<file path="config.mk">
export PLATFORM = sky130hd
export DESIGN_NAME = tree_segment_morphology_accumulator_top
export DESIGN_NICKNAME = d
export VERILOG_FILES = /design/src/hw/rtl/tsma_pkg.sv /design/src/hw/rtl/tsma_ctrl.sv /design/src/hw/rtl/tsma_dpath.sv /design/src/hw/rtl/tree_segment_morphology_accumulator_top.sv
export VERILOG_INCLUDE_DIRS = /design/src /design/src/hw/rtl
export SDC_FILE = /design/constraint.sdc
export NUM_CORES = 2
export LEC_CHECK = 0
export BUFFER_PORTS_ARGS = -buffer_cell sky130_fd_sc_hd__buf_2
export CAP_MARGIN = 30
export CORE_AREA = 2 2 446 448
export CTS_CLUSTER_SIZE = 10
export DETAILED_ROUTE_END_ITERATION = 8
export DIE_AREA = 0 0 448 450
export PLACE_DENSITY_LB_ADDON = 0.2
export SLEW_MARGIN = 15
export SYNTH_ARGS = -nofsm -noshare
export SYNTH_HDL_FRONTEND = slang
export SYNTH_HIERARCHICAL = 1
export SYNTH_SLANG_ARGS = --single-unit
</file>
<file path="constraint.sdc">
create_clock -name i_clk -period 32 [get_ports i_clk]
set_input_delay 3.2 -clock i_clk [delete_from_list [all_inputs] [get_ports i_clk]]
set_output_delay 3.2 -clock i_clk [all_outputs]
set_load 0.01 [all_outputs]
</file>
<file path="src/hw/rtl/tree_segment_morphology_accumulator_top_defines.svh">
// Assertion macros shared by the tree morphology accumulator RTL.
// Included by the controller and datapath; no other dependencies.
`ifndef TREE_SEGMENT_MORPHOLOGY_ACCUMULATOR_TOP_DEFINES_SVH
`define TREE_SEGMENT_MORPHOLOGY_ACCUMULATOR_TOP_DEFINES_SVH

// Same-cycle implication, disabled while reset is asserted.
`define TSMA_ASSERT_IMPL(lbl, clk, rst_n, ante, cons) \
    lbl: assert property (@(posedge clk) disable iff (!rst_n) (ante) |-> (cons)) \
        else $error("tsma: same-cycle check failed");

// Next-cycle implication, disabled while reset is asserted.
`define TSMA_ASSERT_NEXT(lbl, clk, rst_n, ante, cons) \
    lbl: assert property (@(posedge clk) disable iff (!rst_n) (ante) |=> (cons)) \
        else $error("tsma: next-cycle check failed");

`endif

</file>
<file path="src/hw/rtl/tsma_pkg.sv">
// Types and constants shared by the tree morphology accumulator.
// No dependencies.
`timescale 1ns / 1ps
`default_nettype none

package tsma_pkg;

    localparam int COORD_W  = 20;
    localparam int RAD_W    = 16;
    localparam int DIAM_W   = 17;
    localparam int SEG_W    = 21;
    localparam int TLEN_W   = 37;
    localparam int SUM_W    = 56;
    localparam int DSUM_W   = 34;
    localparam int NODES_W  = 17;
    localparam int RADIC_W  = 42;
    localparam int SREM_W   = 22;
    localparam int CFG_W    = 2;
    localparam int CNT_W    = 6;

    localparam logic [NODES_W-1:0] MAX_NODES = 17'd65536;
    // pi in Q.24
    localparam logic [25:0] PI_Q24 = 26'd52707179;

    localparam int AXES       = 3;
    localparam int SQRT_STEPS = 21;
    localparam int MUL_STEPS  = 7;
    localparam int DIV_STEPS  = 34;

    typedef logic [CNT_W-1:0] t_cnt;

    localparam t_cnt SQ_LAST   = t_cnt'(AXES - 1);
    localparam t_cnt SQRT_LAST = t_cnt'(SQRT_STEPS - 1);
    localparam t_cnt MUL_LAST  = t_cnt'(MUL_STEPS - 1);
    localparam t_cnt DIV_LAST  = t_cnt'(DIV_STEPS - 1);

    localparam logic [CFG_W-1:0] CFG_ROOT_X = 2'd0;
    localparam logic [CFG_W-1:0] CFG_ROOT_Y = 2'd1;
    localparam logic [CFG_W-1:0] CFG_ROOT_Z = 2'd2;

    localparam logic [1:0] AXIS_X = 2'd0;
    localparam logic [1:0] AXIS_Y = 2'd1;
    localparam logic [1:0] AXIS_Z = 2'd2;

    // multiplier schedule
    localparam logic [2:0] MUL_RL = 3'd0;
    localparam logic [2:0] MUL_RR = 3'd1;
    localparam logic [2:0] MUL_Q  = 3'd2;
    localparam logic [2:0] MUL_SH = 3'd3;
    localparam logic [2:0] MUL_SL = 3'd4;
    localparam logic [2:0] MUL_VH = 3'd5;
    localparam logic [2:0] MUL_VL = 3'd6;

    typedef enum logic [3:0] {
        OP_NONE     = 4'd0,
        OP_LOAD     = 4'd1,
        OP_SQ       = 4'd2,
        OP_SQRT     = 4'd3,
        OP_MUL      = 4'd4,
        OP_ACC      = 4'd5,
        OP_DIV_INIT = 4'd6,
        OP_DIV      = 4'd7,
        OP_EMIT     = 4'd8
    } t_op;

    typedef struct packed {
        t_op  op;
        t_cnt idx;
        logic root_sel;
        logic fin;
    } t_cmd;

    typedef struct packed {
        logic has_parent;
        logic last;
        logic out_free;
    } t_status;

endpackage

`default_nettype wire

</file>
<file path="src/hw/rtl/tsma_ctrl.sv">
// Sequencer for the tree morphology accumulator: steps the datapath through
// squares, root extraction, products, accumulation and division. Uses tsma_pkg.
`timescale 1ns / 1ps
`default_nettype none
`include "tree_segment_morphology_accumulator_top_defines.svh"

module tsma_ctrl (
    input  wire logic             i_clk,
    input  wire logic             i_rst_n,
    input  wire logic             i_in_valid,
    output logic                  o_in_stall,
    input  wire tsma_pkg::t_status i_status,
    output tsma_pkg::t_cmd        o_cmd
);

    typedef enum logic [8:0] {
        ST_IDLE  = 9'b000000001,
        ST_DISP  = 9'b000000010,
        ST_SQ    = 9'b000000100,
        ST_ROOT  = 9'b000001000,
        ST_MUL   = 9'b000010000,
        ST_ACC   = 9'b000100000,
        ST_DINIT = 9'b001000000,
        ST_DIV   = 9'b010000000,
        ST_EMIT  = 9'b100000000
    } t_state;

    t_state         r_state, n_state;
    tsma_pkg::t_cnt r_cnt, n_cnt;
    logic           r_pass, n_pass;

    always_comb begin
        n_state      = r_state;
        n_cnt        = r_cnt;
        n_pass       = r_pass;
        o_cmd.op       = tsma_pkg::OP_NONE;
        o_cmd.idx      = r_cnt;
        o_cmd.root_sel = r_pass;
        o_cmd.fin      = 1'b0;
        unique case (r_state)
            ST_IDLE: begin
                if (i_in_valid) begin
                    o_cmd.op = tsma_pkg::OP_LOAD;
                    n_state  = ST_DISP;
                end
            end
            ST_DISP: begin
                n_cnt  = '0;
                n_pass = 1'b0;
                if (i_status.has_parent) begin
                    n_state = ST_SQ;
                end else if (i_status.last) begin
                    n_state = ST_DINIT;
                end else begin
                    n_state = ST_IDLE;
                end
            end
            ST_SQ: begin
                o_cmd.op = tsma_pkg::OP_SQ;
                if (r_cnt == tsma_pkg::SQ_LAST) begin
                    n_cnt   = '0;
                    n_state = ST_ROOT;
                end else begin
                    n_cnt = r_cnt + 1'b1;
                end
            end
            ST_ROOT: begin
                o_cmd.op  = tsma_pkg::OP_SQRT;
                o_cmd.fin = (r_cnt == tsma_pkg::SQRT_LAST);
                if (r_cnt == tsma_pkg::SQRT_LAST) begin
                    n_cnt = '0;
                    // first pass measures the segment, second the root distance
                    if (r_pass) begin
                        n_state = ST_MUL;
                    end else begin
                        n_pass  = 1'b1;
                        n_state = ST_SQ;
                    end
                end else begin
                    n_cnt = r_cnt + 1'b1;
                end
            end
            ST_MUL: begin
                o_cmd.op = tsma_pkg::OP_MUL;
                if (r_cnt == tsma_pkg::MUL_LAST) begin
                    n_cnt   = '0;
                    n_state = ST_ACC;
                end else begin
                    n_cnt = r_cnt + 1'b1;
                end
            end
            ST_ACC: begin
                o_cmd.op = tsma_pkg::OP_ACC;
                n_state  = i_status.last ? ST_DINIT : ST_IDLE;
            end
            ST_DINIT: begin
                o_cmd.op = tsma_pkg::OP_DIV_INIT;
                n_cnt    = '0;
                n_state  = ST_DIV;
            end
            ST_DIV: begin
                o_cmd.op = tsma_pkg::OP_DIV;
                if (r_cnt == tsma_pkg::DIV_LAST) begin
                    n_cnt   = '0;
                    n_state = ST_EMIT;
                end else begin
                    n_cnt = r_cnt + 1'b1;
                end
            end
            ST_EMIT: begin
                // hold until the output register is free
                if (i_status.out_free) begin
                    o_cmd.op = tsma_pkg::OP_EMIT;
                    n_state  = ST_IDLE;
                end
            end
            default: begin
                n_state = ST_IDLE;
            end
        endcase
    end

    // no transfer while reset is held
    assign o_in_stall = !i_rst_n || (r_state != ST_IDLE);

    always_ff @(posedge i_clk) begin
        if (!i_rst_n) begin
            r_state <= ST_IDLE;
            r_cnt   <= '0;
            r_pass  <= 1'b0;
        end else begin
            r_state <= n_state;
            r_cnt   <= n_cnt;
            r_pass  <= n_pass;
        end
    end

    `TSMA_ASSERT_IMPL(a_sqrt_cnt_bound, i_clk, i_rst_n, r_state == ST_ROOT, r_cnt <= tsma_pkg::SQRT_LAST)
    `TSMA_ASSERT_IMPL(a_emit_after_div, i_clk, i_rst_n, r_state == ST_EMIT, ($past(r_state) == ST_DIV) || ($past(r_state) == ST_EMIT))
    `TSMA_ASSERT_NEXT(a_div_starts_clean, i_clk, i_rst_n, r_state == ST_DINIT, (r_state == ST_DIV) && (r_cnt == '0))

endmodule

`default_nettype wire

</file>
<file path="src/hw/rtl/tsma_dpath.sv">
// Datapath for the tree morphology accumulator: shared multiplier, digit
// recurrence square root, restoring divider and running sums. Uses tsma_pkg.
`timescale 1ns / 1ps
`default_nettype none
`include "tree_segment_morphology_accumulator_top_defines.svh"

module tsma_dpath (
    input  wire logic                                  i_clk,
    input  wire logic                                  i_rst_n,
    input  wire logic                                  i_cfg_we,
    input  wire logic [tsma_pkg::CFG_W-1:0]            i_cfg_addr,
    input  wire logic [tsma_pkg::COORD_W-1:0]          i_cfg_data,
    input  wire logic [tsma_pkg::COORD_W-1:0]          i_node_x,
    input  wire logic [tsma_pkg::COORD_W-1:0]          i_node_y,
    input  wire logic [tsma_pkg::COORD_W-1:0]          i_node_z,
    input  wire logic [tsma_pkg::RAD_W-1:0]            i_node_radius,
    input  wire logic                                  i_has_parent,
    input  wire logic [tsma_pkg::COORD_W-1:0]          i_parent_x,
    input  wire logic [tsma_pkg::COORD_W-1:0]          i_parent_y,
    input  wire logic [tsma_pkg::COORD_W-1:0]          i_parent_z,
    input  wire logic                                  i_last_node,
    input  wire tsma_pkg::t_cmd                        i_cmd,
    output tsma_pkg::t_status                          o_status,
    output logic                                       o_out_valid,
    input  wire logic                                  i_out_stall,
    output logic [tsma_pkg::COORD_W-1:0]               o_width,
    output logic [tsma_pkg::COORD_W-1:0]               o_height,
    output logic [tsma_pkg::COORD_W-1:0]               o_depth_extent,
    output logic [tsma_pkg::DIAM_W-1:0]                o_average_diameter,
    output logic [tsma_pkg::TLEN_W-1:0]                o_total_length,
    output logic [tsma_pkg::SUM_W-1:0]                 o_total_surface,
    output logic [tsma_pkg::SUM_W-1:0]                 o_total_volume,
    output logic [tsma_pkg::SEG_W-1:0]                 o_max_root_distance,
    output logic [tsma_pkg::NODES_W-1:0]               o_node_count
);

    localparam int CW = tsma_pkg::COORD_W;

    // configuration
    logic [CW-1:0] r_root_x, r_root_y, r_root_z;

    // captured item
    logic [CW-1:0] r_x, r_y, r_z, r_px, r_py, r_pz;
    logic [tsma_pkg::RAD_W-1:0] r_r;
    logic r_hp, r_last;

    // tree state
    logic [CW-1:0] r_min_x, r_min_y, r_min_z, r_max_x, r_max_y, r_max_z;
    logic [tsma_pkg::DSUM_W-1:0]  r_dsum;
    logic [tsma_pkg::TLEN_W-1:0]  r_lsum;
    logic [tsma_pkg::SUM_W-1:0]   r_ssum, r_vsum;
    logic [tsma_pkg::SEG_W-1:0]   r_dmax;
    logic [tsma_pkg::NODES_W-1:0] r_nodes;

    // work registers
    logic [tsma_pkg::RADIC_W-1:0] r_rad;
    logic [tsma_pkg::SREM_W-1:0]  r_srem;
    logic [tsma_pkg::SEG_W-1:0]   r_sroot, r_len, r_rdist;
    logic [36:0] r_rl;
    logic [31:0] r_rr;
    logic [52:0] r_q;
    logic [38:0] r_sh;
    logic [49:0] r_sl;
    logic [54:0] r_vh;
    logic [49:0] r_vl;
    logic [tsma_pkg::DSUM_W-1:0]  r_dq;
    logic [tsma_pkg::NODES_W-1:0] r_drem;
    logic r_out_valid;

    // difference for the square step
    logic [CW-1:0] s_node_c, s_other_c, s_diff;
    always_comb begin
        unique case (i_cmd.idx[1:0])
            tsma_pkg::AXIS_X: begin
                s_node_c  = r_x;
                s_other_c = i_cmd.root_sel ? r_root_x : r_px;
            end
            tsma_pkg::AXIS_Y: begin
                s_node_c  = r_y;
                s_other_c = i_cmd.root_sel ? r_root_y : r_py;
            end
            tsma_pkg::AXIS_Z: begin
                s_node_c  = r_z;
                s_other_c = i_cmd.root_sel ? r_root_z : r_pz;
            end
            default: begin
                s_node_c  = '0;
                s_other_c = '0;
            end
        endcase
        s_diff = (s_node_c > s_other_c) ? (s_node_c - s_other_c) : (s_other_c - s_node_c);
    end

    // shared multiplier
    logic [31:0] s_mul_a, s_mul_b;
    logic [63:0] s_prod;
    always_comb begin
        s_mul_a = '0;
        s_mul_b = '0;
        if (i_cmd.op == tsma_pkg::OP_SQ) begin
            s_mul_a = 32'(s_diff);
            s_mul_b = 32'(s_diff);
        end else if (i_cmd.op == tsma_pkg::OP_MUL) begin
            unique case (i_cmd.idx[2:0])
                tsma_pkg::MUL_RL: begin
                    s_mul_a = 32'(r_r);
                    s_mul_b = 32'(r_len);
                end
                tsma_pkg::MUL_RR: begin
                    s_mul_a = 32'(r_r);
                    s_mul_b = 32'(r_r);
                end
                tsma_pkg::MUL_Q: begin
                    s_mul_a = r_rr;
                    s_mul_b = 32'(r_len);
                end
                tsma_pkg::MUL_SH: begin
                    s_mul_a = 32'(r_rl[36:24]);
                    s_mul_b = 32'(tsma_pkg::PI_Q24);
                end
                tsma_pkg::MUL_SL: begin
                    s_mul_a = 32'(r_rl[23:0]);
                    s_mul_b = 32'(tsma_pkg::PI_Q24);
                end
                tsma_pkg::MUL_VH: begin
                    s_mul_a = 32'(r_q[52:24]);
                    s_mul_b = 32'(tsma_pkg::PI_Q24);
                end
                tsma_pkg::MUL_VL: begin
                    s_mul_a = 32'(r_q[23:0]);
                    s_mul_b = 32'(tsma_pkg::PI_Q24);
                end
                default: begin
                    s_mul_a = '0;
                    s_mul_b = '0;
                end
            endcase
        end
    end
    assign s_prod = s_mul_a * s_mul_b;

    // one root bit per step
    logic [23:0] s_scur, s_stry, s_ssub;
    logic        s_sge;
    logic [tsma_pkg::SEG_W-1:0] s_sroot_n;
    assign s_scur    = {r_srem, r_rad[tsma_pkg::RADIC_W-1 -: 2]};
    assign s_stry    = {1'b0, r_sroot, 2'b01};
    assign s_sge     = (s_scur >= s_stry);
    assign s_ssub    = s_scur - s_stry;
    assign s_sroot_n = {r_sroot[tsma_pkg::SEG_W-2:0], s_sge};

    // one quotient bit per step
    logic [tsma_pkg::NODES_W:0] s_dt, s_dsub;
    logic s_dge;
    assign s_dt   = {r_drem, r_dq[tsma_pkg::DSUM_W-1]};
    assign s_dge  = (s_dt >= {1'b0, r_nodes});
    assign s_dsub = s_dt - {1'b0, r_nodes};

    // rounded surface and volume terms, then saturating sums
    logic [63:0] s_surf_full;
    logic [36:0] s_surf;
    logic [50:0] s_vb;
    logic [55:0] s_va;
    logic [47:0] s_vol;
    logic [tsma_pkg::DSUM_W:0] s_dsum;
    logic [tsma_pkg::TLEN_W:0] s_lsum;
    logic [tsma_pkg::SUM_W:0]  s_ssum, s_vsum;
    assign s_surf_full = {1'b0, r_sh, 24'd0} + 64'(r_sl) + (64'd1 << 26);
    assign s_surf      = s_surf_full[63:27];
    assign s_vb        = 51'(r_vl) + (51'd1 << 31);
    assign s_va        = 56'(r_vh) + 56'(s_vb[50:24]);
    assign s_vol       = s_va[55:8];
    assign s_dsum = {1'b0, r_dsum} + (tsma_pkg::DSUM_W + 1)'({r_r, 1'b0});
    assign s_lsum = {1'b0, r_lsum} + (tsma_pkg::TLEN_W + 1)'(r_len);
    assign s_ssum = {1'b0, r_ssum} + (tsma_pkg::SUM_W + 1)'(s_surf);
    assign s_vsum = {1'b0, r_vsum} + (tsma_pkg::SUM_W + 1)'(s_vol);

    // configuration writes
    always_ff @(posedge i_clk) begin
        if (!i_rst_n) begin
            r_root_x <= '0;
            r_root_y <= '0;
            r_root_z <= '0;
        end else if (i_cfg_we) begin
            unique case (i_cfg_addr)
                tsma_pkg::CFG_ROOT_X: r_root_x <= i_cfg_data;
                tsma_pkg::CFG_ROOT_Y: r_root_y <= i_cfg_data;
                tsma_pkg::CFG_ROOT_Z: r_root_z <= i_cfg_data;
                default: ;
            endcase
        end
    end

    // item capture and work registers
    always_ff @(posedge i_clk) begin
        unique case (i_cmd.op)
            tsma_pkg::OP_LOAD: begin
                r_x    <= i_node_x;
                r_y    <= i_node_y;
                r_z    <= i_node_z;
                r_r    <= i_node_radius;
                r_hp   <= i_has_parent;
                r_px   <= i_parent_x;
                r_py   <= i_parent_y;
                r_pz   <= i_parent_z;
                r_last <= i_last_node;
            end
            tsma_pkg::OP_SQ: begin
                r_rad <= ((i_cmd.idx[1:0] == tsma_pkg::AXIS_X) ? '0 : r_rad)
                         + tsma_pkg::RADIC_W'(s_prod);
                if (i_cmd.idx[1:0] == tsma_pkg::AXIS_X) begin
                    r_srem  <= '0;
                    r_sroot <= '0;
                end
            end
            tsma_pkg::OP_SQRT: begin
                r_rad   <= {r_rad[tsma_pkg::RADIC_W-3:0], 2'b00};
                r_srem  <= s_sge ? s_ssub[tsma_pkg::SREM_W-1:0] : s_scur[tsma_pkg::SREM_W-1:0];
                r_sroot <= s_sroot_n;
                if (i_cmd.fin) begin
                    if (i_cmd.root_sel) begin
                        r_rdist <= s_sroot_n;
                    end else begin
                        r_len <= s_sroot_n;
                    end
                end
            end
            tsma_pkg::OP_MUL: begin
                unique case (i_cmd.idx[2:0])
                    tsma_pkg::MUL_RL: r_rl <= s_prod[36:0];
                    tsma_pkg::MUL_RR: r_rr <= s_prod[31:0];
                    tsma_pkg::MUL_Q:  r_q  <= s_prod[52:0];
                    tsma_pkg::MUL_SH: r_sh <= s_prod[38:0];
                    tsma_pkg::MUL_SL: r_sl <= s_prod[49:0];
                    tsma_pkg::MUL_VH: r_vh <= s_prod[54:0];
                    tsma_pkg::MUL_VL: r_vl <= s_prod[49:0];
                    default: ;
                endcase
            end
            tsma_pkg::OP_DIV_INIT: begin
                r_dq   <= r_dsum;
                r_drem <= '0;
            end
            tsma_pkg::OP_DIV: begin
                r_dq   <= {r_dq[tsma_pkg::DSUM_W-2:0], s_dge};
                r_drem <= s_dge ? s_dsub[tsma_pkg::NODES_W-1:0] : s_dt[tsma_pkg::NODES_W-1:0];
            end
            tsma_pkg::OP_EMIT: begin
                o_width             <= r_max_x - r_min_x;
                o_height            <= r_max_y - r_min_y;
                o_depth_extent      <= r_max_z - r_min_z;
                o_average_diameter  <= (|r_dq[tsma_pkg::DSUM_W-1:tsma_pkg::DIAM_W])
                                       ? '1 : r_dq[tsma_pkg::DIAM_W-1:0];
                o_total_length      <= r_lsum;
                o_total_surface     <= r_ssum;
                o_total_volume      <= r_vsum;
                o_max_root_distance <= r_dmax;
                o_node_count        <= r_nodes;
            end
            default: ;
        endcase
    end

    // tree state: box, count, sums
    always_ff @(posedge i_clk) begin
        if (!i_rst_n) begin
            r_min_x <= '1;
            r_min_y <= '1;
            r_min_z <= '1;
            r_max_x <= '0;
            r_max_y <= '0;
            r_max_z <= '0;
            r_dsum  <= '0;
            r_lsum  <= '0;
            r_ssum  <= '0;
            r_vsum  <= '0;
            r_dmax  <= '0;
            r_nodes <= '0;
        end else begin
            unique case (i_cmd.op)
                tsma_pkg::OP_LOAD: begin
                    if (i_node_x < r_min_x) r_min_x <= i_node_x;
                    if (i_node_y < r_min_y) r_min_y <= i_node_y;
                    if (i_node_z < r_min_z) r_min_z <= i_node_z;
                    if (i_node_x > r_max_x) r_max_x <= i_node_x;
                    if (i_node_y > r_max_y) r_max_y <= i_node_y;
                    if (i_node_z > r_max_z) r_max_z <= i_node_z;
                    if (r_nodes < tsma_pkg::MAX_NODES) r_nodes <= r_nodes + 1'b1;
                end
                tsma_pkg::OP_ACC: begin
                    r_dsum <= s_dsum[tsma_pkg::DSUM_W] ? '1 : s_dsum[tsma_pkg::DSUM_W-1:0];
                    r_lsum <= s_lsum[tsma_pkg::TLEN_W] ? '1 : s_lsum[tsma_pkg::TLEN_W-1:0];
                    r_ssum <= s_ssum[tsma_pkg::SUM_W]  ? '1 : s_ssum[tsma_pkg::SUM_W-1:0];
                    r_vsum <= s_vsum[tsma_pkg::SUM_W]  ? '1 : s_vsum[tsma_pkg::SUM_W-1:0];
                    if (r_rdist > r_dmax) r_dmax <= r_rdist;
                end
                tsma_pkg::OP_EMIT: begin
                    // start the next tree
                    r_min_x <= '1;
                    r_min_y <= '1;
                    r_min_z <= '1;
                    r_max_x <= '0;
                    r_max_y <= '0;
                    r_max_z <= '0;
                    r_dsum  <= '0;
                    r_lsum  <= '0;
                    r_ssum  <= '0;
                    r_vsum  <= '0;
                    r_dmax  <= '0;
                    r_nodes <= '0;
                end
                default: ;
            endcase
        end
    end

    // output register handshake
    always_ff @(posedge i_clk) begin
        if (!i_rst_n) begin
            r_out_valid <= 1'b0;
        end else if (i_cmd.op == tsma_pkg::OP_EMIT) begin
            r_out_valid <= 1'b1;
        end else if (!i_out_stall) begin
            r_out_valid <= 1'b0;
        end
    end

    assign o_out_valid         = r_out_valid;
    assign o_status.has_parent = r_hp;
    assign o_status.last       = r_last;
    assign o_status.out_free   = !r_out_valid || !i_out_stall;

    `TSMA_ASSERT_IMPL(a_emit_into_free_slot, i_clk, i_rst_n, i_cmd.op == tsma_pkg::OP_EMIT, !r_out_valid || !i_out_stall)
    `TSMA_ASSERT_IMPL(a_valid_from_emit, i_clk, i_rst_n, $rose(r_out_valid), $past(i_cmd.op == tsma_pkg::OP_EMIT))
    `TSMA_ASSERT_NEXT(a_valid_held_on_stall, i_clk, i_rst_n, r_out_valid && i_out_stall, r_out_valid)

endmodule

`default_nettype wire

</file>
<file path="src/hw/rtl/tree_segment_morphology_accumulator_top.sv">
// Tree morphology accumulator: one node per transfer, one summary per tree.
// A node without a parent passes only the load and dispatch states before the
// next transfer; a node with a parent also runs three squaring steps and the
// square-root unit, producing one result bit per cycle, twice (segment length,
// then root distance), plus seven multiply steps on one shared 32x32
// multiplier and one accumulate step. A last node then runs the 34-step
// restoring divider that forms the average diameter. The summary sits in an
// output register, so the next tree can start while it waits. Depends on
// tsma_pkg, tsma_ctrl and tsma_dpath.
`timescale 1ns / 1ps
`default_nettype none

module tree_segment_morphology_accumulator_top (
    input  wire logic                                 i_clk,
    input  wire logic                                 i_rst_n,
    input  wire logic                                 i_cfg_we,
    input  wire logic [tsma_pkg::CFG_W-1:0]           i_cfg_addr,
    input  wire logic [tsma_pkg::COORD_W-1:0]         i_cfg_data,
    input  wire logic                                 i_in_valid,
    output logic                                      o_in_stall,
    input  wire logic [tsma_pkg::COORD_W-1:0]         i_node_x,
    input  wire logic [tsma_pkg::COORD_W-1:0]         i_node_y,
    input  wire logic [tsma_pkg::COORD_W-1:0]         i_node_z,
    input  wire logic [tsma_pkg::RAD_W-1:0]           i_node_radius,
    input  wire logic                                 i_has_parent,
    input  wire logic [tsma_pkg::COORD_W-1:0]         i_parent_x,
    input  wire logic [tsma_pkg::COORD_W-1:0]         i_parent_y,
    input  wire logic [tsma_pkg::COORD_W-1:0]         i_parent_z,
    input  wire logic                                 i_last_node,
    output logic                                      o_out_valid,
    input  wire logic                                 i_out_stall,
    output logic [tsma_pkg::COORD_W-1:0]              o_width,
    output logic [tsma_pkg::COORD_W-1:0]              o_height,
    output logic [tsma_pkg::COORD_W-1:0]              o_depth_extent,
    output logic [tsma_pkg::DIAM_W-1:0]               o_average_diameter,
    output logic [tsma_pkg::TLEN_W-1:0]               o_total_length,
    output logic [tsma_pkg::SUM_W-1:0]                o_total_surface,
    output logic [tsma_pkg::SUM_W-1:0]                o_total_volume,
    output logic [tsma_pkg::SEG_W-1:0]                o_max_root_distance,
    output logic [tsma_pkg::NODES_W-1:0]              o_node_count
);

    tsma_pkg::t_cmd    s_cmd;
    tsma_pkg::t_status s_status;

    tsma_ctrl u_ctrl (
        .i_clk      (i_clk),
        .i_rst_n    (i_rst_n),
        .i_in_valid (i_in_valid),
        .o_in_stall (o_in_stall),
        .i_status   (s_status),
        .o_cmd      (s_cmd)
    );

    tsma_dpath u_dpath (
        .i_clk               (i_clk),
        .i_rst_n             (i_rst_n),
        .i_cfg_we            (i_cfg_we),
        .i_cfg_addr          (i_cfg_addr),
        .i_cfg_data          (i_cfg_data),
        .i_node_x            (i_node_x),
        .i_node_y            (i_node_y),
        .i_node_z            (i_node_z),
        .i_node_radius       (i_node_radius),
        .i_has_parent        (i_has_parent),
        .i_parent_x          (i_parent_x),
        .i_parent_y          (i_parent_y),
        .i_parent_z          (i_parent_z),
        .i_last_node         (i_last_node),
        .i_cmd               (s_cmd),
        .o_status            (s_status),
        .o_out_valid         (o_out_valid),
        .i_out_stall         (i_out_stall),
        .o_width             (o_width),
        .o_height            (o_height),
        .o_depth_extent      (o_depth_extent),
        .o_average_diameter  (o_average_diameter),
        .o_total_length      (o_total_length),
        .o_total_surface     (o_total_surface),
        .o_total_volume      (o_total_volume),
        .o_max_root_distance (o_max_root_distance),
        .o_node_count        (o_node_count)
    );

endmodule

`default_nettype wire
</file>
# ---- Word level (Yosys, flattened, before mapping)
# Cells that the tools add are included.
dict set report classes {
  n_reduce_logical 42
  mul 1
  addsub 18
  n_lt_le_gt_ge 11
  mux 69
  eq_ne 48
  bitwise_logic 1
}
# operator count
set op_table {}
lappend op_table {{$pmux 20 s2} 6}
lappend op_table {{$pmux 56 s2} 2}
lappend op_table {{$mux 20} 10}
lappend op_table {{$pmux 32 s6} 1}
lappend op_table {{$pmux 34 s2} 2}
lappend op_table {{$mux 32} 4}
lappend op_table {{$pmux 20 s3} 2}
lappend op_table {{$mux 56} 2}
lappend op_table {{$sub 20x20->20} 5}
lappend op_table {{$pmux 21 s2} 2}
lappend op_table {{$pmux 42 s2} 1}
lappend op_table {{$pmux 9 s9} 1}
lappend op_table {{$gt 20x20->1} 4}
lappend op_table {{$pmux 26 s3} 1}
lappend op_table {{$pmux 37 s2} 1}
lappend op_table {{$pmux 17 s2} 2}
lappend op_table {{$add 63x50->64} 1}
lappend op_table {{$add 64x27->64 const B} 1}
lappend op_table {{$mux 9} 7}
lappend op_table {{$lt 20x20->1} 3}
lappend op_table {{$add 56x37->57} 1}
lappend op_table {{$add 56x48->57} 1}
lappend op_table {{$add 55x27->56} 1}
lappend op_table {{$mul 32x32->55} 1}
lappend op_table {{65 further kinds} 128}
dict set report word_totals {
  word_cells 241
  reg_bits 1314
  out_inout_bits 266
}

# ---- Depth between registers and ports, before layout
dict set report logic_depth {
  ltp_word 10
  ltp_mapped 67
  depth_no_buf 60
}

# ---- By module
# Netlist, hierarchy kept.
# mod cells_each area_per_inst_um2 n_inst seq_area_each_um2
set by_module_without_submodules {}
lappend by_module_without_submodules {tsma_dpath 9161 90797.1 1 33512.1}
lappend by_module_without_submodules {tsma_ctrl 148 1224.9 1 320.3}

# ---- Worst setup path before layout
# Ideal clock, no wire load.
dict set report synth_path {
  path_kind {input-to-reg}
  startpoint {input port i_in_valid}
  endpoint {register u_dpath/r_rad[40] (netlist name) (data pin)}
  setup_ns 0.268
  stages 33
  slack_ns 16.347
  arrival_time_ns 15.385
  t_required_ns 31.732
  cell_sequence {a221o_1 clkbuf_1 nor2_1 nand2_1 nor3_1 nand2_1 nor2_1 fa_1 fa_1 inv_1 fa_1 fa_1 inv_1 fa_1 fa_1 inv_1 fa_1 inv_1 ha_1 and3_1 a32oi_1 nand2_1 a2111oi_0 nor2_1 a21o_1 a21oi_1 xnor2_1 ha_1 and3_1 a221o_1 a21oi_1 xor2_1 o21ai_0}
}
dict set report synth_via {
  elab_chain_len 8
  elab_cells_between_ends 12
}
# item line
set synth_lines {}
lappend synth_lines {{start: declaration} tree_segment_morphology_accumulator_top.sv:19} ;# input wire logic i_in_valid,
lappend synth_lines {{$mux 1 (*)} tsma_ctrl.sv:42} ;# if (i_in_valid) begin
lappend synth_lines {{$pmux 4 s8 (*)} tsma_ctrl.sv:40} ;# unique case (r_state)
lappend synth_lines {{$eq 4x3->1} tsma_dpath.sv:103} ;# end else if (i_cmd.op == tsma_pkg::OP_MUL) begin
lappend synth_lines {{$mux 32} tsma_dpath.sv:103}
lappend synth_lines {{$mux 32} tsma_dpath.sv:100} ;# if (i_cmd.op == tsma_pkg::OP_SQ) begin
lappend synth_lines {{$mul 32x32->55 (*)} tsma_dpath.sv:140} ;# assign s_prod = s_mul_a * s_mul_b;
lappend synth_lines {{named net u_dpath.s_prod[37]} tsma_dpath.sv:96} ;# logic [63:0] s_prod;
lappend synth_lines {{$add 42x42->42 (*)} tsma_dpath.sv:210} ;# + tsma_pkg::RADIC_W'(s_prod);
lappend synth_lines {{$pmux 42 s2 (*)} tsma_dpath.sv:196} ;# unique case (i_cmd.op)
lappend synth_lines {{end signal: assignment} tsma_dpath.sv:209} ;# r_rad <= ((i_cmd.idx[1:0] == tsma_pkg::AXIS_X) ? '0 : r_rad)
lappend synth_lines {{end signal: assignment} tsma_dpath.sv:217} ;# r_rad <= {r_rad[tsma_pkg::RADIC_W-3:0], 2'b00};
lappend synth_lines {{end: declaration} tsma_dpath.sv:56} ;# logic [tsma_pkg::RADIC_W-1:0] r_rad;
# Mark *: on every way through the listed nets, which the timed path passes. The rest lies on a longest branch.
# A chain may end at the register's enable or synchronous reset.

# ---- Final worst setup path
dict set report layout_path {
  startpoint {register u_ctrl.r_cnt[1]}
  endpoint {register u_dpath/r_rad[41] (netlist name) (data pin)}
}
dict set report layout_via {
  elab_chain_len 8
  elab_cells_between_ends 29
}
# item line
set layout_lines {}
lappend layout_lines {{start: declaration} tsma_ctrl.sv:29} ;# tsma_pkg::t_cnt r_cnt, n_cnt;
lappend layout_lines {{start signal: assignment} tsma_ctrl.sv:133} ;# r_cnt <= n_cnt;
lappend layout_lines {{$eq 2x2->1 (tied with other cells)} tsma_dpath.sv:73} ;# unique case (i_cmd.idx[1:0])
lappend layout_lines {{$pmux 20 s3 (tied with other cells)} tsma_dpath.sv:73}
lappend layout_lines {{$sub 20x20->20 (tied with other cells)} tsma_dpath.sv:91} ;# s_diff = (s_node_c > s_other_c) ? (s_node_c - s_other_c) : (s_other_c - s_node_c);
lappend layout_lines {{$mux 20 / $mux 32 (equally long branches)} {tsma_dpath.sv:91, tsma_dpath.sv:103}}
lappend layout_lines {{$mux 32} tsma_dpath.sv:100}
lappend layout_lines {{$mul 32x32->55 (*)} tsma_dpath.sv:140}
lappend layout_lines {{named net u_dpath.s_prod[28]} tsma_dpath.sv:96}
lappend layout_lines {{$add 42x42->42 (*)} tsma_dpath.sv:210}
lappend layout_lines {{$pmux 42 s2 (*)} tsma_dpath.sv:196}
# Marks and branches as above.

==> flow_metrics.tcl <==
set metrics [dict create \
    layout_common_cells "inv_1, nand2_1, edfxtp_1" \
    crit_cells 60 \
    start_util 0.4681 \
    peakVddDrop_mv 0.04148 \
    critPathArrivalTime_ns 16.70 \
    r2r_slack_ns 15.83 \
    final_util 0.5205 \
    crit_buf_inv 10 \
    p_per_area_nw_per_um2 43.47 \
    ys_async_sr_fraction 0 \
    layout_commonest_cell "inv_1" \
    drv_cap 0 \
    htree_num_levels 4 \
    vias 70360 \
    hp-class "reg2reg" \
    path_delay_family "compound AO/OA/AOI/OAI gates" \
    path_clk_slew_ns 0.05 \
    crit_end "u_dpath/r_rad[41]$_DFFE_PP_" \
    cts.sink_count 1266 \
    min_path_cells 0 \
    synth-edff-count 848 \
    cts_made_buffers 151 \
    end_kind "flop" \
    area_growth_pct 11.20 \
    first_iter_violations 5778 \
    drive_above_1_share 0.09742 \
    synth-main-ff-cell "edfxtp_1" \
    syn_area_um2 92020 \
    grt_max_degree 109 \
    dieArea_um2 201600 \
    r2r-start "u_ctrl/r_cnt[1]$_SDFFE_PN0P_" \
    globalplace.congestion 0.9363 \
    finalSetupViolations 0 \
    ys_top_cells_by_area "edfxtp_1, fa_1, ha_1" \
    slowest_stage "nor2_4" \
    start_kind "flop" \
    design_area_um2 102300 \
    wire_per_inst_um 22.34 \
    antenna_found_initial 27 \
    cts_hold_buf 0 \
    hold_violations 0 \
    required_ns 32.53 \
    viasPerCell 5.644 \
    root_buffer "clkbuf_16" \
    cts_buffer_depth 3 \
    cp_max_fo 44 \
    max_freq_mhz 61.86 \
    ys_types 108 \
    io_buffer_count 430 \
    drv_slew 0 \
    clk_latency_ns 0.81 \
    syn-instance-count 9309 \
    status "finished, final reports clean" \
    fin_hold_ws_ns 0.4076 \
    yosys.area.top_type_share 0.2767 \
    reg2reg_depth 60 \
    min_period_over_period 0.5052 \
    dr.pass1.iters 6 \
    grt_overflow 0 \
    grt_pass1_wl_um 422000 \
    grt_setup_unrepaired "no" \
    cts_resized 0 \
    cts_tree "done" \
    tns_ns 0 \
    dp_hpwl_um 210500 \
    postPlaceCellArea_um2 97620 \
    yosys.area.top_type "edfxtp_1" \
    dr.max_layer_used "met5" \
    drcViolationCount 0 \
    leakagePower_uw 0.04484 \
    fp.dieW_um 448 \
    ios 431 \
    post-route-min-period_ns 16.17 \
    syn_avg_cell_area_um2 9.885 \
    total_power_uw 4448 \
    met2_length_um 129600 \
    path_class "reg2reg" \
    grtUsageTotal 0.2736 \
    startpoint "u_ctrl/r_cnt[1]$_SDFFE_PN0P_" \
    wl_met3_um 18800 \
    die_h_um 450 \
    core_um2 196600 \
    slowest_delay_ns 0.82 \
    postCtsSetupRepairBufs 0 \
    ant_nets 0 \
    nNetsFinal 11280 \
    synth-warning-count 6 \
    rows 163 \
    r2r-end "u_dpath/r_rad[41]$_DFFE_PP_" \
    skew_ns 0.06190 \
    ys_ff_latch 1266 \
    grt_pass1_vias 69720 \
    met1_length_um 118600 \
    slew_headroom 0.3066 \
    worst_pin_slew_ns 1.036 \
    wl_um 278500 \
    synth-seq-area-share 0.3677 \
]
## power by group
part	switching (uW)	internal [uW]	total, uW	leakage, uW
clock	694	920	1610	0.00220
sequential	61.3	1840	1900	0.0115
combinational	592	341	933	0.0311
total	1350	3100	4450	0.0448
## worst min path at each step
stage / startpoint / to / slack (ns)
2_1_floorplan: u_dpath/r_dmax[1]$_SDFFE_PN0P_ / u_dpath/o_max_root_distance[1]$_DFFE_PP_ / 0.41
3_3_place_gp: u_dpath/r_nodes[6]$_SDFFE_PN0P_ / u_dpath/o_node_count[6]$_DFFE_PP_ / 0.42
3_5_place_dp: u_dpath/r_nodes[10]$_SDFFE_PN0P_ / u_dpath/o_node_count[10]$_DFFE_PP_ / 0.42
4_1_cts: u_dpath/r_dmax[4]$_SDFFE_PN0P_ / u_dpath/o_max_root_distance[4]$_DFFE_PP_ / 0.40
5_1_grt: u_dpath/r_dmax[4]$_SDFFE_PN0P_ / u_dpath/o_max_root_distance[4]$_DFFE_PP_ / 0.43
6_report: u_dpath/r_dmax[4]$_SDFFE_PN0P_ / u_dpath/o_max_root_distance[4]$_DFFE_PP_ / 0.41
## routing by layer
layer,vias to the layer above,GRT usage
met5,-,0
met1,34600,0.3678
met2,2598,0.4450
met4,14,0.1050
li1,32600,-
met3,555,0.04061
## Yosys cell counts (21+ instances only)
master and instances:
nor4_1 22, a21oi_1 601, and2_1 54, xnor2_1 231
nor2_1 787, o21bai_1 38, xor2_1 143, a31oi_1 54
a21boi_0 35, buf_1 33, buf_2 49, a21o_1 245
o211ai_1 50, a221oi_1 21, o31ai_1 28, or3_1 38
a22oi_1 28, nor3_1 112, o21a_1 71, dfxtp_1 418
nand2b_1 114, fa_1 664, nand4_1 80, a211oi_1 53
mux2_2 44, ha_1 756, nand2_1 942, nand3_1 169
mux2i_1 200, o21ai_0 352, edfxtp_1 848, clkbuf_1 279
inv_1 1176, nor2b_1 115, and3_1 59, a311oi_1 79
## cell families after synthesis
kind of cell	count (synthesis)	share of synthesized area
and+or+nand+nor	2588	0.1275
xor gates and xnor gates	374	0.03560
adders and majority gates	1420	0.2472
muxes	245	0.02726
AOI/OAI and AO/OA	1865	0.1304
DFF	1266	0.3677
other	2	0.00008161
buffers and inverters	1549	0.06427
## stage by stage
stage,std cells,setup WS (ns)
after floorplan,9311,16.35
after global placement,12170,16.14
after detailed placement,12180,15.90
after CTS,12450,15.89
after global routing,12460,14.71
final,12470,15.83
## sequential cells by signal (all words and copies together) (netlist names), 22 cells and up
signal and cells:
u_dpath/r_vh 55, u_dpath/o_total_length 37, u_dpath/r_rl 37, u_dpath/r_sh 39, u_dpath/r_srem 22, u_dpath/r_dsum 34, u_dpath/r_vsum 56, u_dpath/r_q 53
u_dpath/r_lsum 37, u_dpath/o_total_volume 56, u_dpath/r_ssum 56, u_dpath/r_sl 26, u_dpath/o_total_surface 56, u_dpath/r_dq 34, u_dpath/r_vl 26, u_dpath/r_rr 32
u_dpath/r_rad 42
## final cells by class
| cell class | instances | area, um2 |
|---|---|---|
| antenna | 14 | 35.03 |
| clock buffer | 249 | 4282 |
| clock inverter | 24 | 359.1 |
| fill | 17750 | 94280 |
| inverter | 1178 | 4442 |
| multi-input combinational | 6496 | 52580 |
| sequential | 1266 | 33840 |
| tap | 2640 | 3303 |
| timing repair buffer | 600 | 3491 |
No activity file was read; power rests on OpenSTA's default activity.
